===== config.mk =====
export PLATFORM = sky130hd
export DESIGN_NAME = svm_ctrl
export DESIGN_NICKNAME = d
export VERILOG_FILES = /design/src/hw/rtl/stack_vm_instruction_step_macros.svh /design/src/hw/rtl/svm_pkg.sv /design/src/hw/rtl/svm_ctrl.sv
export SDC_FILE = /design/constraint.sdc
export NUM_CORES = 1
export LEC_CHECK = 0
export BUFFER_PORTS_ARGS = -buffer_cell sky130_fd_sc_hd__buf_4
export CAP_MARGIN = 20
export CORE_AREA = 2 2 39 41
export CTS_CLUSTER_DIAMETER = 80
export DETAILED_ROUTE_END_ITERATION = 7
export DIE_AREA = 0 0 41 43
export PLACE_DENSITY = 0.8
export SLEW_MARGIN = 10
export SYNTH_ARGS = -nofsm -noshare
export SYNTH_HDL_FRONTEND = slang
export SYNTH_SLANG_ARGS = --single-unit

===== constraint.sdc =====
create_clock -name i_clk -period 1.9 [get_ports i_clk]
set_clock_uncertainty 0.2 [all_clocks]
set_input_delay 0 -clock i_clk [delete_from_list [all_inputs] [get_ports i_clk]]
set_output_delay 0 -clock i_clk [all_outputs]
set_load 0.02 [all_outputs]

===== src/hw/rtl/stack_vm_instruction_step_macros.svh =====
// ----------------------------------------------------------------------------
// Stack VM assertion macros
// Concurrent assertion helpers; empty when SYNTHESIS is defined.
// ----------------------------------------------------------------------------
`ifndef STACK_VM_INSTRUCTION_STEP_MACROS_SVH
`define STACK_VM_INSTRUCTION_STEP_MACROS_SVH
`ifndef SYNTHESIS
// same-cycle implication
`define SVM_ASSERT_NOW(label, clk, rst_n, ante, cons) \
    label: assert property (@(posedge clk) disable iff (!rst_n) (ante) |-> (cons)) \
        else $error("svm assertion failed");
// next-cycle implication
`define SVM_ASSERT_NEXT(label, clk, rst_n, ante, cons) \
    label: assert property (@(posedge clk) disable iff (!rst_n) (ante) |=> (cons)) \
        else $error("svm assertion failed");
`else
`define SVM_ASSERT_NOW(label, clk, rst_n, ante, cons)
`define SVM_ASSERT_NEXT(label, clk, rst_n, ante, cons)
`endif
`endif


===== src/hw/rtl/svm_pkg.sv =====
// ----------------------------------------------------------------------------
// svm_pkg
// Types, constants and decode helpers of the stack VM step block.
// ----------------------------------------------------------------------------
package svm_pkg;

    localparam int MEM_WORDS   = 32768;
    localparam int MEM_AW      = $clog2(MEM_WORDS);
    localparam int STACK_DEPTH = 1024;
    localparam int NUM_REGS    = 8;
    localparam int WORD_W      = 16;
    localparam int OP_LAST     = 21;

    typedef enum logic [4:0] {
        OP_HALT = 5'd0,  OP_SET  = 5'd1,  OP_PUSH = 5'd2,  OP_POP  = 5'd3,
        OP_EQ   = 5'd4,  OP_GT   = 5'd5,  OP_JMP  = 5'd6,  OP_JT   = 5'd7,
        OP_JF   = 5'd8,  OP_ADD  = 5'd9,  OP_MULT = 5'd10, OP_MOD  = 5'd11,
        OP_AND  = 5'd12, OP_OR   = 5'd13, OP_NOT  = 5'd14, OP_RMEM = 5'd15,
        OP_WMEM = 5'd16, OP_CALL = 5'd17, OP_RET  = 5'd18, OP_OUT  = 5'd19,
        OP_IN   = 5'd20, OP_NOOP = 5'd21
    } t_op;

    typedef enum logic [2:0] {
        H_RUN   = 3'd0, H_HALT  = 3'd1, H_IPRNG = 3'd2, H_BADOP = 3'd3,
        H_PAST  = 3'd4, H_OVF   = 3'd5, H_UNF   = 3'd6, H_MODZ  = 3'd7
    } t_halt;

    typedef enum logic [3:0] {
        S_CLEAR, S_IDLE, S_OPC, S_OPND, S_EXEC, S_POP, S_RMEM, S_MOD, S_RESP
    } t_state;

    typedef struct packed {
        logic                mode;
        logic [MEM_AW-1:0]   load_address;
        logic [WORD_W-1:0]   load_word;
        logic [7:0]          in_char;
    } t_in_item;

    typedef struct packed {
        logic                out_valid;
        logic [7:0]          out_char;
        logic                used_input;
        logic [2:0]          halt_code;
        logic [WORD_W-1:0]   next_pc;
    } t_out_item;

    typedef struct packed {
        logic clr;
        logic load;
        logic begin_item;
        logic set_oor;
        logic fetch;
        logic opc;
        logic opnd;
        logic exec;
        logic pop_wb;
        logic rmem_wb;
        logic mod_wb;
    } t_cmd;

    typedef struct packed {
        logic clr_done;
        logic halted;
        logic pc_oor;
        logic bad_op;
        logic past_end;
        logic n_zero;
        logic more_opnd;
        logic ex_pop;
        logic ex_rmem;
        logic ex_mod;
        logic div_done;
    } t_status;

    function automatic logic [1:0] operand_count(input t_op op);
        logic [1:0] n;
        case (op)
            OP_HALT, OP_RET, OP_NOOP:                  n = 2'd0;
            OP_PUSH, OP_POP, OP_JMP, OP_CALL, OP_OUT,
            OP_IN:                                     n = 2'd1;
            OP_SET, OP_JT, OP_JF, OP_NOT, OP_RMEM,
            OP_WMEM:                                   n = 2'd2;
            default:                                   n = 2'd3;
        endcase
        return n;
    endfunction

endpackage


===== src/hw/rtl/svm_ctrl.sv =====
// ----------------------------------------------------------------------------
// svm_ctrl
// Sequencer: memory clear, fetch, operand fetch, execute, writeback and result hold.
// ----------------------------------------------------------------------------
module svm_ctrl (
    input  logic              i_clk,
    input  logic              i_rst_n,
    input  logic              i_in_valid,
    input  logic              i_in_mode,
    output logic              o_in_ready,
    output logic              o_out_valid,
    input  logic              i_out_ready,
    input  svm_pkg::t_status  i_status,
    output svm_pkg::t_cmd     o_cmd
);
    import svm_pkg::*;

    t_state r_state;
    t_state n_state;

    always_ff @(posedge i_clk) begin
        if (!i_rst_n) begin
            r_state <= S_CLEAR;
        end else begin
            r_state <= n_state;
        end
    end

    always_comb begin
        n_state     = r_state;
        o_cmd       = '0;
        o_in_ready  = 1'b0;
        o_out_valid = 1'b0;
        case (r_state)
            S_CLEAR: begin
                o_cmd.clr = 1'b1;
                if (i_status.clr_done) n_state = S_IDLE;
            end
            S_IDLE: begin
                o_in_ready = 1'b1;
                if (i_in_valid) begin
                    o_cmd.begin_item = 1'b1;
                    n_state = S_RESP;
                    if (!i_in_mode) begin
                        o_cmd.load = 1'b1;
                    end else if (!i_status.halted) begin
                        if (i_status.pc_oor) begin
                            o_cmd.set_oor = 1'b1;
                        end else begin
                            o_cmd.fetch = 1'b1;
                            n_state = S_OPC;
                        end
                    end
                end
            end
            S_OPC: begin
                o_cmd.opc = 1'b1;
                if (i_status.bad_op || i_status.past_end) n_state = S_RESP;
                else if (i_status.n_zero)                 n_state = S_EXEC;
                else                                      n_state = S_OPND;
            end
            S_OPND: begin
                o_cmd.opnd = 1'b1;
                if (!i_status.more_opnd) n_state = S_EXEC;
            end
            S_EXEC: begin
                o_cmd.exec = 1'b1;
                if (i_status.ex_pop)       n_state = S_POP;
                else if (i_status.ex_rmem) n_state = S_RMEM;
                else if (i_status.ex_mod)  n_state = S_MOD;
                else                       n_state = S_RESP;
            end
            S_POP: begin
                o_cmd.pop_wb = 1'b1;
                n_state = S_RESP;
            end
            S_RMEM: begin
                o_cmd.rmem_wb = 1'b1;
                n_state = S_RESP;
            end
            S_MOD: begin
                if (i_status.div_done) begin
                    o_cmd.mod_wb = 1'b1;
                    n_state = S_RESP;
                end
            end
            S_RESP: begin
                o_out_valid = 1'b1;
                if (i_out_ready) n_state = S_IDLE;
            end
            default: n_state = S_CLEAR;
        endcase
    end
endmodule


==> Word-level counts from Yosys, hierarchy flattened <==
Cells that the tools add are included.
{ "word_totals": {"register_bits": 4, "inputBits": 16, "output_inout_bits": 13} }
{ "op_classes": {"n_eq_ne": 13, "n_reduce_logical": 4, "n_mux": 31} }
{ "op_table": {"columns": ["operator", "n"], "rows": [
  ["4-bit two-way mux", 14],
  ["4-bit case mux with 8 select lines", 1],
  ["4-bit by 3-bit == test with 1-bit output (second input constant)", 4],
  ["1-bit two-way mux", 13],
  ["2-bit != test (second input constant)", 5],
  ["4-bit by 2-bit == test with 1-bit output (second input constant)", 2],
  ["5-bit AND reduction", 1],
  ["4-bit by 1-bit == test with 1-bit output (second input constant)", 1],
  ["4-bit == test (second input constant)", 1],
  ["4-bit logical NOT", 1],
  ["2-bit two-way mux", 2],
  ["3-bit two-way mux", 1],
  ["2-bit OR reduction", 1],
  ["1-bit logical OR", 1]
]} }

==> Logic depth before layout (Yosys ltp) <==
Gate-level depths: netlist of run 1.
{ "logic_depth": {"word_depth": 5, "depth_mapped": 5, "mapped_depth_nobuf": 4} }

==> Worst setup path before layout of run 1 <==
No wires, ideal clock.
{ "synth_timing": {"path_kind": "reg-to-output", "from": "register r_state[2]", "to": "output o_cmd[7] (netlist name)", "required_ns": 1.700, "setup_slack_ns": -0.098, "t_arrival_ns": 1.798, "stages_incl_launch_ff": 5, "path_cell_list": "dfxtp_1 -> clkbuf_4 -> nor4b_4 -> nand2_1 -> nor4bb_1"} }
{ "synth_lines": {"columns": ["item", "line_no", "rtl"], "rows": [
  ["from (decl)", "svm_ctrl.sv:18", "t_state r_state;"],
  ["from (signal assigned)", "svm_ctrl.sv:25", "r_state <= n_state;"],
  ["to (decl)", "svm_ctrl.sv:14", "output svm_pkg::t_cmd o_cmd"]
]} }

==> out/metrics.cfg, run 1 <==
[status]
status = finished clean

[sta]
rsz0062_at_grt = false
slew_headroom_pct = 73.2
drv_slew = 0
fin_crit_ps = 1790
period_share_pct = 94.0
max_freq_mhz = 560
report.final.hold_viol_count = 0
setup_viol = 0
worst_pin_slew_ps = 401
finalSetupTns_ps = 0
setup_ws_ps = 113

[yosys]
synth_top_family_by_area = simple AND/OR/NAND/NOR gates
yosys.area.top_type = dfxtp_1
synthFlopType = dfxtp_1
synthArstFlopShare_pct = 0
ys_ff_latch = 4
synth_nets = 80
synthAdderAreaFrac_pct = 0
syn-cell-area_um2 = 503
synth_edf_count = 0
synth_top_area_share_pct = 15.9
avgSynthCellArea_um2 = 7.86
synth.distinct_cells = 32
synth_warnings = 0
synth-xor-area-share_pct = 0
synthCells = 64
yosys.area_share.simple_pct = 49.0
synth_area_leaders = dfxtp_1, nor3_1, nor4b_2
synth_mux_area_share_pct = 1.99
synth_compound_area_share_pct = 23.4
synth.yosys.seq_area_share_pct = 15.9

[clocking]
clockBufferDepth = 2
cts_tree = built
cts-root-buf = clkbuf_4
clock_latency_ps = 240
clk_pin_slew_ps = 40
cts.sinks = 4
htreeDepth = 1
cts_made_buffers = 3

[critical_path]
crit_path_start = r_state[3]
cp.arrival_ps = 1590
worstPathMaxFanout = 9
setup.worst_path.end = o_cmd[7]
path_class = register to primary output
r2r-end = r_state[1]
timing.rr.start = r_state[3]
worstPathRequired_ps = 1700
end_kind = primary output
startpoint_type = register
r2r_setup_slack_ps = 230
reg2reg_depth = 5

[placement]
port_buffers = 28
dp_hpwl_mm = 1.19
dp_slack_ps = 130
routabilityCongestion = 0.883

[detailed_routing]
totalWireLength_mm = 1.59
drc = 0
routedWlPerCell_um = 13.6
dr.pass1.iters = 4
vias = 628
drtIter0Drc = 12
routed_via_density = 5.37
postRouteAntennaNets = 0

[die]
num_rows = 14
die_y_um = 43
die-area_um2 = 1760
chipWidth_um = 41
start_util_pct = 36.3
io_pins = 29
coreArea_um2 = 1380

[layout]
largest_reg_flops = 4
layout_common_cells = buf_4, nor3_1, dlygate4sd3_1, nor2_1
mostFrequentLayoutCell = buf_4
drive_gt1_share_pct = 46.5
final_util_pct = 60.4
fillers = 134
max_flop_register = r_state
reg.largest.list = r_state (4)
fin_nets = 119
synthToLayoutAreaGrowth_pct = 66.2
num_antenna_cells = 0

[global_routing]
grt_pass1_wl_mm = 2.39
grt.overflow.total = 0
first_global_vias = 558
track_usage_pct = 19.9
antenna_found_initial = 0
grt_max_degree = 15

[hold_path]
hp-class = input pin to register

[power]
vdd_ir_drop_max_v = 0.000507
power_density_nw_per_um2 = 1070
p_leak_nw = 0.392

[job]
maxCapViolCount = 0

[worst min-delay path by stage]
stage                             to  depth (start not counted)         from
after detailed placement    o_cmd[9]                          3    i_in_mode
after CTS                 r_state[1]                          4  i_status[2]
after floorplan             o_cmd[7]                          1  i_status[9]
final                     r_state[1]                          4  i_status[4]
after global routing      r_state[1]                          4  i_status[2]
after global placement      o_cmd[9]                          3    i_in_mode
[metrics by stage]
| stage | std cells | power [mW] | instance area [um^2] | hold slack (ps) |
|---|---|---|---|---|
| after floorplan | 64 | 0.579 | 509 | -149 |
| after global placement | 106 | 0.725 | 721 | 64.9 |
| after detailed placement | 106 | 0.743 | 721 | 68.9 |
| after CTS | 116 | 0.870 | 816 | 5.93 |
| after global routing | 117 | 0.952 | 836 | 17.9 |
| final | 117 | 0.895 | 836 | 17.9 |
[timing repair]
action                                  in CTS  in global routing
buffers inserted                             0                  1
endpoints found under the setup margin       1                  1
pin swaps                                    0                  1
hold buffers                                 7                  0
endpoints found under the hold margin        4                  0
resized for setup                            2                  3
[layer usage]
| metal | GRT usage, % | wire length (um) | up-vias |
|---|---|---|---|
| met3 | 3.14 | 127 | 4 |
| met4 | 9.33 | 27 | 0 |
| met2 | 32.5 | 782 | 26 |
| met1 | 23.8 | 648 | 284 |
| li1 | - | - | 314 |
| met5 | 0 | 0 | - |
[cell type report]
| cell class | instances | area (um^2) | share of cell area, % |
|---|---|---|---|
| clock buffers | 3 | 22.5 | 2.69 |
| inverters | 4 | 15.0 | 1.80 |
| multi-input cells | 52 | 392 | 46.9 |
| flip-flops and latches | 4 | 83.8 | 10.0 |
| well taps | 16 | 20.0 | 2.40 |
| repair buffers | 38 | 303 | 36.2 |
[worst max-delay path, stage by stage, from the launching register on]
cell and delay (ps):
dfxtp_1 320, buf_4 180, nor4b_4 280, nand2_2 130, nor4bb_4 260, buf_4 180
[power by group]
| part | switching, mW | internal, mW |
|---|---|---|
| Combinational | 0.297 | 0.288 |
| Clock | 0.0390 | 0.0709 |
| Sequential | 0.0835 | 0.117 |
| Total | 0.420 | 0.475 |
[cells by family (layout without fill, tap and decap cells)]
logic type / Yosys count / after routing
compound gates: 13 / 13
buf+inv: 8 / 45
mux: 1 / 1
flops: 4 / 4
simple gates: 38 / 38
[cells in the mapped netlist (all sizes together), types with 2 or more instances]
master,instances
o2bb2ai,2
inv,4
o21ai,3
nor3,8
nand2,6
buf,3
nor4,2
o211ai,2
nor4b,3
dfxtp,4
nand3,2
and3,2
nor2,6
nand2b,4
Power figures use the tool's default switching activity.
==> run 2, diff against run 1 <==
--- a/config.mk
+++ b/config.mk
@@ -11,8 +11,8 @@
 export CTS_CLUSTER_DIAMETER = 80
 export DETAILED_ROUTE_END_ITERATION = 7
 export DIE_AREA = 0 0 41 43
-export PLACE_DENSITY = 0.8
-export SLEW_MARGIN = 10
+export PLACE_DENSITY_LB_ADDON = 0.2
+export SLEW_MARGIN = 0
 export SYNTH_ARGS = -nofsm -noshare
 export SYNTH_HDL_FRONTEND = slang
 export SYNTH_SLANG_ARGS = --single-unit
==> out/metrics.cfg, run 2 (same netlist as run 1, synthesis figures left out) <==
[status]
status = finished clean

[global_routing]
antenna_found_initial = 0  ; unchanged
grt_max_degree = 14  ; -1
grt.overflow.total = 0  ; unchanged
first_global_vias = 528  ; -5.4%
grt_pass1_wl_mm = 2.15  ; -10%
track_usage_pct = 17.3  ; -2.6 points

[critical_path]
r2r-end = r_state[0]
r2r_setup_slack_ps = 210  ; -20 ps
worstPathMaxFanout = 13  ; +4
path_cells = nor4b_4 -> nand2_2 -> nor4bb_2 -> buf_4
cp.buffers_inverters = 1  ; -1
reg2reg_depth = 5  ; unchanged
crit_family = simple AND/OR/NAND/NOR gates
startpoint_type = register
path_class = register to primary output
cpMaxStageDelayCell = dfxtp_2
end_kind = primary output
worstPathRequired_ps = 1700  ; about the same
timing.rr.start = r_state[3]
slowest_delay_ps = 400  ; +80 ps
cp.arrival_ps = 1580  ; about the same

[sta]
worst_pin_slew_ps = 400  ; -1.26 ps
slew_headroom_pct = 73.3  ; +0.096 points
holdWs_ps = 7.39  ; -10.5 ps
report.final.hold_viol_count = 0  ; unchanged
max_freq_mhz = 563  ; +0.63%
period_share_pct = 93.4  ; -0.59 points
drv_slew = 0  ; unchanged
fin_crit_ps = 1780  ; -11.2 ps
setup_viol = 0  ; unchanged

[layout]
layout_common_cells = buf_4, dlygate4sd3_1, nor3_1, nor2_1
final_util_pct = 61.5  ; +1.1 points
fillers = 131  ; -2.2%
synthToLayoutAreaGrowth_pct = 69.2
fin_nets = 122  ; +2.5%
reg.largest.list = r_state (4)
max_flop_register = r_state
mostFrequentLayoutCell = buf_4
num_antenna_cells = 0  ; unchanged
drive_gt1_share_pct = 46.2  ; -0.38 points
largest_reg_flops = 4  ; unchanged

[die]
io_pins = 29  ; unchanged
die_y_um = 43  ; unchanged
start_util_pct = 36.3  ; unchanged
chipWidth_um = 41  ; unchanged
num_rows = 14  ; unchanged
die-area_um2 = 1760  ; unchanged
coreArea_um2 = 1380  ; unchanged

[detailed_routing]
routed_via_density = 5.04  ; -6.1%
postRouteAntennaNets = 0  ; unchanged
routedWlPerCell_um = 12.0  ; -12%
drtIter0Drc = 12  ; unchanged
dr.pass1.iters = 3  ; -1
totalWireLength_mm = 1.44  ; -9.4%
vias = 605  ; -3.7%
drc = 0  ; unchanged

[clocking]
htreeDepth = 1  ; unchanged
cts-root-buf = clkbuf_4
clk_pin_slew_ps = 40  ; about the same
clockBufferDepth = 2  ; unchanged
cts_made_buffers = 3  ; unchanged
clock_latency_ps = 240  ; about the same
cts.sinks = 4  ; unchanged
cts_tree = built

[power]
power_density_nw_per_um2 = 1050  ; -2.0%
power.share.sequential_pct = 22.9  ; +0.5 points
switching_share_pct = 45.4  ; -1.5 points
switchingPower_uw = 405  ; -3.5%
vdd_ir_drop_max_v = 0.000533  ; +5.2%
p_int_uw = 488  ; +2.7%
combPwrFrac_pct = 65.2  ; about the same
p_leak_nw = 0.392  ; about the same
clkPwrFrac_pct = 11.8  ; -0.5 points

[hold_path]
whs_path_depth = 4  ; unchanged
hp-class = input pin to register
hp-start = i_status[2]
hold_end = r_state[1]

[placement]
port_buffers = 28  ; unchanged
routabilityCongestion = 0.829  ; -6.1%
dp_hpwl_mm = 1.11  ; -7.1%

[job]
maxCapViolCount = 0  ; unchanged

==> run 2: what timing repair did <==
| action | 4_1_cts | 5_1_grt |
|---|---|---|
| gates resized for setup | 1 | 2 |
| setup endpoints to repair | 1 | 1 |
| hold buffers | 8 | 0 |
| buffers inserted | 0 | 1 |
| pin swaps | 0 | 1 |
| hold endpoints to repair | 4 | 0 |
==> run 2: area by class of cell <==
type / instances / area (um^2) / share of cell area (%)
Tap cell: 16 / 20.0 / 2.35
Clock buffer: 3 / 22.5 / 2.65
Multi-Input combinational cell: 52 / 383 / 45.0
Sequential cell: 4 / 82.6 / 9.71
Timing Repair Buffer: 41 / 328 / 38.5
Inverter: 4 / 15.0 / 1.76
==> run 2: power by group through the flow <==
stage / sequential, mW / combinational (mW) / clock, mW
after detailed placement: 0.200 / 0.552 / 0
after global placement: 0.197 / 0.551 / 0
after floorplan: 0.141 / 0.438 / 0
final: 0.205 / 0.583 / 0.106
after global routing: 0.213 / 0.623 / 0.122
after CTS: 0.201 / 0.566 / 0.110
==> run 2: worst register-to-register path: stages (launching register included) <==
cell,delay (ps)
dfxtp_1,380
buf_4,200
nor4b_2,370
nand2_1,120
o2bb2ai_1,190
a41o_1,180
==> run 2: worst max path at each step <==
stage,start,to,slack (ps),depth (start not counted)
4_1_cts,r_state[2],o_cmd[7],40,4
3_5_place_dp,r_state[0],o_cmd[7],200,4
2_1_floorplan,r_state[2],o_cmd[7],80,4
3_3_place_gp,r_state[0],o_cmd[7],230,4
5_1_grt,r_state[2],o_cmd[7],-0.4,4
6_report,r_state[2],o_cmd[7],120,4
==> run 2: per-stage QoR <==
stage	cells	area, um^2	total power [mW]	worst slack, ps	TNS, ps
after floorplan	64	509	0.579	77.6	0
after global placement	108	736	0.748	235	0
after detailed placement	108	736	0.752	201	0
after CTS	119	840	0.877	40.2	0
after global routing	120	851	0.959	-0.427	-0.427
final	120	851	0.893	125	0
==> run 2: layer usage <==
metal  share of wire (%)  global-route usage (%)  routed length [um]
met5                   0                       0                   0
met4                   0                    2.00                   0
met3                 2.9                    4.71                  42
met2                  49                    27.5                 711
met1                  47                    23.1                 682
